===== config.mk =====
export PLATFORM = sky130hd
export DESIGN_NAME = url_percent_segment_decoder
export DESIGN_NICKNAME = d
export VERILOG_FILES = /design/src/design/upsd_pkg.sv /design/src/design/url_percent_segment_decoder.sv
export SDC_FILE = /design/constraint.sdc
export NUM_CORES = 1
export LEC_CHECK = 0
export BUFFER_PORTS_ARGS = -buffer_cell sky130_fd_sc_hd__buf_4
export CAP_MARGIN = 40
export CELL_PAD_IN_SITES_DETAIL_PLACEMENT = 2
export CELL_PAD_IN_SITES_GLOBAL_PLACEMENT = 2
export CORE_UTILIZATION = 40
export DETAILED_ROUTE_END_ITERATION = 8
export PLACE_DENSITY = 0.83
export SLEW_MARGIN = 10
export SYNTH_ARGS = -nofsm -noshare
export SYNTH_HDL_FRONTEND = slang
export SYNTH_SLANG_ARGS = --single-unit

===== constraint.sdc =====
create_clock -name clock -period 5.35 [get_ports clock]
set_input_delay 1.07 -clock clock [delete_from_list [all_inputs] [get_ports clock]]
set_output_delay 1.07 -clock clock [all_outputs]
set_load 0.05 [all_outputs]

===== src/design/upsd_pkg.sv =====
package upsd_pkg;

   localparam int unsigned COUNT_BITS = 16;
   localparam int unsigned CMP_BITS   = ((COUNT_BITS > 16) ? COUNT_BITS : 16) + 2;
   localparam logic [COUNT_BITS-1:0] COUNT_MAX = {COUNT_BITS{1'b1}};

   localparam logic [7:0]  CH_PERCENT   = 8'h25;
   localparam logic [7:0]  CH_SLASH     = 8'h2F;
   localparam logic [7:0]  CH_NUL       = 8'h00;
   localparam logic [15:0] CAP_RESET    = 16'd256;
   localparam logic [15:0] REPORT_MAX   = 16'hFFFF;

   typedef enum logic [2:0] {
      PH_IDLE  = 3'b001,
      PH_PCT   = 3'b010,
      PH_DIGIT = 3'b100
   } phase_type;

   typedef struct packed {
      logic [7:0]  out_byte;
      logic        is_last;
      logic        ended_on_slash;
      logic [15:0] stored_count;
      logic [15:0] consumed_count;
   } rsp_type;

   // {valid, nibble}
   function automatic logic [4:0] hex_decode(input logic [7:0] b);
      logic [4:0] r;
      r = 5'b0;
      if (b >= 8'h30 && b <= 8'h39) begin
         r = {1'b1, 4'(b - 8'h30)};
      end else if (b >= 8'h61 && b <= 8'h66) begin
         r = {1'b1, 4'(b - 8'h57)};
      end else if (b >= 8'h41 && b <= 8'h46) begin
         r = {1'b1, 4'(b - 8'h37)};
      end
      return r;
   endfunction

   function automatic logic [15:0] report_sat(input logic [COUNT_BITS-1:0] v);
      logic [15:0] r;
      if (CMP_BITS'(v) > CMP_BITS'(REPORT_MAX)) begin
         r = REPORT_MAX;
      end else begin
         r = 16'(v);
      end
      return r;
   endfunction

   function automatic rsp_type data_item(input logic [7:0] b);
      rsp_type r;
      r = '0;
      r.out_byte = b;
      return r;
   endfunction

endpackage


===== src/design/url_percent_segment_decoder.sv =====
// A transaction's first result is registered and shown in the cycle after acceptance.
// Throughput: one byte per cycle while each byte yields at most one result and
// rsp_ready is high; a byte that yields two or three results holds the input
// while the three-entry result buffer drains.
// Reset (synchronous): escape state and counters clear, capacity returns to 256,
// result buffer empties.
module url_percent_segment_decoder (
   input  logic        clock,
   input  logic        reset,
   input  logic        req_valid,
   output logic        req_ready,
   input  logic [7:0]  req_in_byte,
   output logic        rsp_valid,
   input  logic        rsp_ready,
   output logic [7:0]  rsp_out_byte,
   output logic        rsp_is_last,
   output logic        rsp_ended_on_slash,
   output logic [15:0] rsp_stored_count,
   output logic [15:0] rsp_consumed_count,
   input  logic        csr_write_enable,
   input  logic [15:0] csr_write_data
);

   localparam int unsigned CB = upsd_pkg::COUNT_BITS;
   localparam int unsigned WB = upsd_pkg::CMP_BITS;

   logic [15:0]          cap_ff;
   upsd_pkg::phase_type  phase_ff, phase_in;
   logic [7:0]           held_ff, held_in;
   logic [CB-1:0]        stored_ff, stored_in;
   logic [CB-1:0]        consumed_ff, consumed_in;
   upsd_pkg::rsp_type    slot_ff [3];
   upsd_pkg::rsp_type    slot_in [3];
   logic [1:0]           pend_ff, pend_in;

   logic                 accept, pop;
   logic                 term;
   logic [4:0]           hx_cur, hx_held;
   logic [7:0]           att [3];
   logic [1:0]           n_att;
   logic [2:0]           ok;
   logic [1:0]           n_emit;
   logic [WB-1:0]        s_ext;
   upsd_pkg::rsp_type    summary;

   assign rsp_valid = (pend_ff != 2'd0);
   assign pop       = rsp_valid && rsp_ready;
   assign req_ready = (pend_ff == 2'd0) || ((pend_ff == 2'd1) && rsp_ready);
   assign accept    = req_valid && req_ready;

   assign rsp_out_byte       = slot_ff[0].out_byte;
   assign rsp_is_last        = slot_ff[0].is_last;
   assign rsp_ended_on_slash = slot_ff[0].ended_on_slash;
   assign rsp_stored_count   = slot_ff[0].stored_count;
   assign rsp_consumed_count = slot_ff[0].consumed_count;

   assign term    = (req_in_byte == upsd_pkg::CH_NUL) || (req_in_byte == upsd_pkg::CH_SLASH);
   assign hx_cur  = upsd_pkg::hex_decode(req_in_byte);
   assign hx_held = upsd_pkg::hex_decode(held_ff);
   assign s_ext   = WB'(stored_ff);

   always_comb begin
      for (int k = 0; k < 3; k++) begin
         ok[k] = ((s_ext + WB'(k)) < WB'(upsd_pkg::COUNT_MAX)) &&
                 ((s_ext + WB'(k + 1)) < WB'(cap_ff));
      end
   end

   // build the list of byte emit attempts and the next escape state for this transaction
   always_comb begin
      att[0]   = req_in_byte;
      att[1]   = req_in_byte;
      att[2]   = req_in_byte;
      n_att    = 2'd0;
      phase_in = upsd_pkg::PH_IDLE;
      held_in  = 8'h00;
      unique case (phase_ff)
         upsd_pkg::PH_DIGIT: begin
            if (term) begin
               att[0] = upsd_pkg::CH_PERCENT;
               att[1] = held_ff;
               n_att  = 2'd2;
            end else if (hx_cur[4]) begin
               att[0] = {hx_held[3:0], hx_cur[3:0]};
               n_att  = 2'd1;
            end else begin
               att[0] = upsd_pkg::CH_PERCENT;
               att[1] = held_ff;
               if (req_in_byte == upsd_pkg::CH_PERCENT) begin
                  n_att    = 2'd2;
                  phase_in = upsd_pkg::PH_PCT;
               end else begin
                  n_att = 2'd3;
               end
            end
         end
         upsd_pkg::PH_PCT: begin
            if (term) begin
               att[0] = upsd_pkg::CH_PERCENT;
               n_att  = 2'd1;
            end else if (hx_cur[4]) begin
               phase_in = upsd_pkg::PH_DIGIT;
               held_in  = req_in_byte;
            end else begin
               att[0] = upsd_pkg::CH_PERCENT;
               if (req_in_byte == upsd_pkg::CH_PERCENT) begin
                  n_att    = 2'd1;
                  phase_in = upsd_pkg::PH_PCT;
               end else begin
                  n_att = 2'd2;
               end
            end
         end
         default: begin
            if (term) begin
               n_att = 2'd0;
            end else if (req_in_byte == upsd_pkg::CH_PERCENT) begin
               phase_in = upsd_pkg::PH_PCT;
            end else begin
               n_att = 2'd1;
            end
         end
      endcase
   end

   assign n_emit = 2'((n_att >= 2'd1) && ok[0]) + 2'((n_att >= 2'd2) && ok[1]) +
                   2'((n_att == 2'd3) && ok[2]);

   always_comb begin
      summary                = '0;
      summary.is_last        = 1'b1;
      summary.ended_on_slash = (req_in_byte == upsd_pkg::CH_SLASH);
      summary.stored_count   = upsd_pkg::report_sat(CB'(s_ext + WB'(n_emit)));
      summary.consumed_count = upsd_pkg::report_sat(consumed_ff);
   end

   always_comb begin
      stored_in   = term ? '0 : CB'(s_ext + WB'(n_emit));
      consumed_in = consumed_ff;
      if (term) begin
         consumed_in = '0;
      end else if (consumed_ff != upsd_pkg::COUNT_MAX) begin
         consumed_in = consumed_ff + CB'(1);
      end
   end

   always_comb begin
      slot_in[0] = slot_ff[1];
      slot_in[1] = slot_ff[2];
      slot_in[2] = slot_ff[2];
      pend_in    = pend_ff;
      if (accept) begin
         for (int i = 0; i < 3; i++) begin
            if (2'(i) < n_emit) begin
               slot_in[i] = upsd_pkg::data_item(att[i]);
            end else begin
               slot_in[i] = summary;
            end
         end
         pend_in = n_emit + 2'(term);
      end else if (pop) begin
         pend_in = pend_ff - 2'd1;
      end
   end

   always_ff @(posedge clock) begin
      if (reset) begin
         cap_ff      <= upsd_pkg::CAP_RESET;
         phase_ff    <= upsd_pkg::PH_IDLE;
         held_ff     <= 8'h00;
         stored_ff   <= '0;
         consumed_ff <= '0;
         pend_ff     <= 2'd0;
      end else begin
         if (csr_write_enable) begin
            cap_ff <= csr_write_data;
         end
         if (accept) begin
            phase_ff    <= phase_in;
            held_ff     <= held_in;
            stored_ff   <= stored_in;
            consumed_ff <= consumed_in;
         end
         pend_ff <= pend_in;
      end
   end

   always_ff @(posedge clock) begin
      if (accept || pop) begin
         for (int i = 0; i < 3; i++) begin
            slot_ff[i] <= slot_in[i];
         end
      end
   end

   a_pend_hold: assert property (@(posedge clock) disable iff (reset)
      (!accept && !pop) |=> (pend_ff == $past(pend_ff)))
      else $error("result buffer count changed without a transaction");

   a_accept_drained: assert property (@(posedge clock) disable iff (reset)
      (req_valid && req_ready) |-> (pend_ff == 2'd0 || (pend_ff == 2'd1 && rsp_ready)))
      else $error("transaction accepted while results pending");

   a_data_fields: assert property (@(posedge clock) disable iff (reset)
      (rsp_valid && !rsp_is_last) |->
         (rsp_stored_count == 16'd0 && rsp_consumed_count == 16'd0 && !rsp_ended_on_slash))
      else $error("data item carries summary fields");

   a_summary_byte: assert property (@(posedge clock) disable iff (reset)
      (rsp_valid && rsp_is_last) |-> (rsp_out_byte == 8'h00))
      else $error("summary item carries a data byte");

   a_held_digit: assert property (@(posedge clock) disable iff (reset)
      (held_ff != 8'h00) |-> (phase_ff == upsd_pkg::PH_DIGIT && hx_held[4]))
      else $error("held digit without digit phase");

endmodule

==> impl_results.html <==
<table>
<tr><th>Metric</th><th>Value</th></tr>
<tr><th colspan="2">STA</th></tr>
<tr><td>Final Setup Violations</td><td>0</td></tr>
<tr><td>Final worst-path cycle share</td><td>98.2%</td></tr>
<tr><td>Slew @ Worst Pin</td><td>729 ps</td></tr>
<tr><td>Headroom to the max-slew limit</td><td>51.4%</td></tr>
<tr><td>Final hold viol count</td><td>0</td></tr>
<tr><td>Max Freq</td><td>190 MHz</td></tr>
<tr><td>Final critical-path required period</td><td>5260 ps</td></tr>
<tr><td>Final clock skew</td><td>13.1 ps</td></tr>
<tr><td>Max Slew Vio Count</td><td>0</td></tr>
<tr><th colspan="2">Logic synthesis</th></tr>
<tr><td>Commonest cells post-synth</td><td>nand2_1 (138), edfxtp_1 (126), nor2_1 (99)</td></tr>
<tr><td>Synthesized instance count</td><td>1073</td></tr>
<tr><td>Post-Synth XOR/XNOR Area</td><td>5.76%</td></tr>
<tr><td>Largest family of logic cells by synthesized area</td><td>simple AND/OR/NAND/NOR gates</td></tr>
<tr><td>Top cells by area, synth</td><td>edfxtp_1 (36%), dfxtp_1 (11%), ha_1 (7.3%)</td></tr>
<tr><td>Proportion of netlist area held by the largest area contributor</td><td>35.5%</td></tr>
<tr><td>Post-Synthesis Mean Instance Area</td><td>9.92 um^2</td></tr>
<tr><td>Most frequently used cell type in the post-synthesis netlist</td><td>nand2_1</td></tr>
<tr><td>Distinct cell type count after synthesis</td><td>75</td></tr>
<tr><td>Number of flip-flops and latches in the synthesized netlist</td><td>187</td></tr>
<tr><td>Predominant post-synthesis flop cell</td><td>edfxtp_1</td></tr>
<tr><td>Cell accounting for the most synthesized area</td><td>edfxtp_1</td></tr>
<tr><td>Warning count from the yosys run</td><td>0</td></tr>
<tr><td>Compound-Gate Fraction of Synth Area</td><td>12.7%</td></tr>
<tr><td>Share of synthesized registers carrying an async set or reset</td><td>0%</td></tr>
<tr><td>Mapped Area</td><td>10600 um^2</td></tr>
<tr><td>Simple-gate share of the synthesized area</td><td>17.9%</td></tr>
<tr><td>Post-synth net total</td><td>1166</td></tr>
<tr><td>Post-synth EDFFs</td><td>126</td></tr>
<tr><td>Seq/Total Area, Yosys</td><td>47.0%</td></tr>
<tr><td>Mux share of post-synthesis cell area</td><td>2.27%</td></tr>
<tr><td>Arithmetic-cell share of the synthesized area counting full adders, half adders and majority gates</td><td>7.66%</td></tr>
<tr><th colspan="2">Clock network</th></tr>
<tr><td>Clock sink count</td><td>187</td></tr>
<tr><td>Number of buffers inserted during clock tree synthesis</td><td>17</td></tr>
<tr><td>CTS root buffer</td><td>clkbuf_16</td></tr>
<tr><td>Quantity of hold-fixing buffers added after cts</td><td>0</td></tr>
<tr><td>Skew-Pair Late Insertion Delay</td><td>460 ps</td></tr>
<tr><td>Number of buffers between clock root and the deepest sink</td><td>2</td></tr>
<tr><td>CTS tree</td><td>yes</td></tr>
<tr><td>Register clock-pin slew on the reported worst setup and hold paths</td><td>80 ps</td></tr>
<tr><td>Number of H-tree levels</td><td>4</td></tr>
<tr><th colspan="2">Placed design</th></tr>
<tr><td>Placed cell areas</td><td>11500 um^2</td></tr>
<tr><td>Number of port buffers</td><td>72</td></tr>
<tr><td>Placed wire-length estimate</td><td>23.9 mm</td></tr>
<tr><td>Routability Congestion</td><td>0.888</td></tr>
<tr><th colspan="2">Worst setup path</th></tr>
<tr><td>WP buf/inv</td><td>5</td></tr>
<tr><td>Element type at the critical path end</td><td>register</td></tr>
<tr><td>Highest cell delay on the worst timing path</td><td>590 ps</td></tr>
<tr><td>Most repeated library cell on the critical path</td><td>buf_4</td></tr>
<tr><td>Setup crit start</td><td>stored_ff[6]</td></tr>
<tr><td>Number of stages on the worst setup path</td><td>23</td></tr>
<tr><td>Cell class contributing the biggest share of worst-path delay</td><td>adder cells</td></tr>
<tr><td>Reg-to-reg critical path startpoint</td><td>stored_ff[6]</td></tr>
<tr><td>Setup crit end</td><td>slot_ff[0][114]</td></tr>
<tr><td>CP Data Arrival Time</td><td>5460 ps</td></tr>
<tr><td>Capture point of the worst reg-to-reg path</td><td>slot_ff[0][114]</td></tr>
<tr><td>Max Fanout on Critical Path</td><td>13</td></tr>
<tr><td>Setup slack of the worst register-to-register path</td><td>90 ps</td></tr>
<tr><td>Critical path's slowest cell</td><td>fa_1</td></tr>
<tr><td>Critical path start-end classification</td><td>register to register</td></tr>
<tr><td>Worst path required time</td><td>5550 ps</td></tr>
<tr><td>Path depth of the worst reg2reg path</td><td>23</td></tr>
<tr><td>CP Launch Type</td><td>register</td></tr>
<tr><td>Cell Chain, Critical Path</td><td>buf_4, nand2_1, nor2_1, nand2_1, nor2_1, xor2_1, ha_1, a21o_1, a21oi_2, o21ai_1, nor3_2, nand3_1, fa_1, inv_1, ha_1, fa_2, buf_4, nand2_1, nor3_1, xnor2_1, buf_4, buf_4, nor2_1</td></tr>
<tr><th colspan="2">GRT</th></tr>
<tr><td>Combined global-route utilization of all metal layers</td><td>27.1%</td></tr>
<tr><td>Largest net degree at the start of global routing</td><td>56</td></tr>
<tr><td>Vias in the first global route</td><td>9416</td></tr>
<tr><td>Congestion Overflow GR</td><td>0</td></tr>
<tr><td>Global-route wire length before repair</td><td>55.0 mm</td></tr>
<tr><td>Initial antenna violation count</td><td>0</td></tr>
<tr><th colspan="2">Route</th></tr>
<tr><td>Initial drt markers</td><td>562</td></tr>
<tr><td>DRT antenna net count</td><td>0</td></tr>
<tr><td>Drt first pass iters</td><td>5</td></tr>
<tr><td>Drt wl/cell</td><td>25.0 um</td></tr>
<tr><td>Final wirelength</td><td>36.7 mm</td></tr>
<tr><td>Via/cell ratio</td><td>5.88</td></tr>
<tr><td>Remaining design rule violation count</td><td>0</td></tr>
<tr><td>Via count</td><td>8650</td></tr>
<tr><th colspan="2">Floorplanning</th></tr>
<tr><td>Core region area</td><td>26100 um^2</td></tr>
<tr><td>Width of the die</td><td>165 um</td></tr>
<tr><td>FP Rows</td><td>59</td></tr>
<tr><td>Die outline area</td><td>27300 um^2</td></tr>
<tr><td>Vertical die dimension</td><td>165 um</td></tr>
<tr><td>Number of primary I/O pins</td><td>73</td></tr>
<tr><td>Initial Utilization</td><td>40.9%</td></tr>
<tr><th colspan="2">Power</th></tr>
<tr><td>Power density relative to cell area</td><td>338 nW/um^2</td></tr>
<tr><td>Worst supply voltage drop on vdd</td><td>0.000194 V</td></tr>
<tr><td>Total leakage power</td><td>4.84 nW</td></tr>
<tr><th colspan="2">Cells and area</th></tr>
<tr><td>Final design instance area without fill</td><td>12200 um^2</td></tr>
<tr><td>Ratio of cells with drive above 1 in the final layout</td><td>18.9%</td></tr>
<tr><td>Number of nets in the finished design</td><td>1216</td></tr>
<tr><td>FILL cells</td><td>2734</td></tr>
<tr><td>Final core utilization</td><td>46.8%</td></tr>
<tr><td>Antenna Cells</td><td>0</td></tr>
<tr><td>Relative area change from synthesis to final layout</td><td>14.7%</td></tr>
<tr><th colspan="2">Hold path</th></tr>
<tr><td>Type of the most critical hold path</td><td>register to register</td></tr>
<tr><th colspan="2">Status</th></tr>
<tr><td>Outcome</td><td>finished, final reports clean</td></tr>
<tr><th colspan="2">Job</th></tr>
<tr><td>Number of maximum-capacitance constraint violations</td><td>0</td></tr>
</table>
## worst min path at each step
| stage | startpoint | endpoint | cells past startpoint |
|---|---|---|---|
| 2_1_floorplan | cap_ff[10] | cap_ff[10] | 2 |
| 3_3_place_gp | cap_ff[9] | cap_ff[9] | 2 |
| 3_5_place_dp | cap_ff[7] | cap_ff[7] | 2 |
| 4_1_cts | cap_ff[7] | cap_ff[7] | 2 |
| 5_1_grt | cap_ff[6] | cap_ff[6] | 2 |
| 6_report | cap_ff[6] | cap_ff[6] | 2 |
## metrics by stage
stage | hold slack, ps | setup TNS (ps) | worst slack, ps | total power, mW | cells
2_1_floorplan | 460 | 0 | 398 | 2.56 | 1073
3_3_place_gp | 473 | 0 | 44.4 | 2.75 | 1433
3_5_place_dp | 489 | -3720 | -290 | 2.80 | 1434
4_1_cts | 512 | 0 | 3.87 | 4.14 | 1469
5_1_grt | 523 | -223 | -51.2 | 4.27 | 1471
6_report | 500 | 0 | 93.7 | 4.12 | 1471
## final cells by class
type / instances / area [um^2] / area share [%]
multi-input cells: 749 / 5020 / 41.1
flip-flops and latches: 187 / 5010 / 41.1
repair buffers: 133 / 1020 / 8.34
clock buffers: 18 / 429 / 3.52
well taps: 335 / 419 / 3.43
clock inverters: 14 / 169 / 1.38
inverters: 35 / 134 / 1.10
## cells in the final DEF (no fill, tap or decap), types with 18 or more instances in the layout
cell type    n
nor2_1      96
ha_1        60
xnor2_1     38
nor2b_1     25
inv_1       33
mux2i_1     23
buf_4      128
nand3_1     31
a22o_1      18
a21oi_1     34
dfxtp_1     53
edfxtp_1   126
nand4_1     18
nand2_1    137
o21ai_0     61
nor3_1      21
xor2_1      29
## what timing repair did
| action | in CTS | in global routing |
|---|---|---|
| gates resized for setup | 7 | 23 |
| buffers inserted | 3 | 2 |
| endpoints found under the setup margin | 51 | 49 |
| endpoints found under the hold margin | 0 | 0 |
| pin swaps | 2 | 6 |
## worst reg2reg max path: cells and delay by family (launching register included)
kind	cells	cell delay, ps
buffers and inverters	5	730
flip-flops	1	350
AND/OR/NAND/NOR	9	1450
AO/OA/AOI/OAI	3	510
adder cells (fa/ha/maj)	4	1510
XOR/XNOR	2	450
## registers in the layout, summed over array words and instances (netlist names)
register / cells
cap_ff: 16
stored_ff: 16
phase_ff: 3
slot_ff: 126
pend_ff: 2
consumed_ff: 16
held_ff: 8
## routing by layer
| layer | wire, um | global-route usage, % | up-vias |
|---|---|---|---|
| met5 | 0 | 0 | - |
| li1 | - | - | 3877 |
| met1 | 15800 | 33.7 | 4494 |
| met2 | 18800 | 47.5 | 221 |
| met4 | 814 | 10.1 | 0 |
| met3 | 1300 | 3.52 | 58 |
## where the power goes
group / internal [mW] / switching (mW)
registers: 1.79 / 0.0754
clock network: 0.673 / 0.664
logic: 0.265 / 0.657
## logic make-up (layout without fill, tap and decap cells)
family	count (synthesis)	in the layout
AOI/OAI and AO/OA	198	198
buffers and inverters	137	200
xor gates and xnor gates	70	70
DFF	187	187
and+or+nand+nor	393	393
adders and majority gates	64	64
muxes	24	24
(Power assumes the default switching activity.)
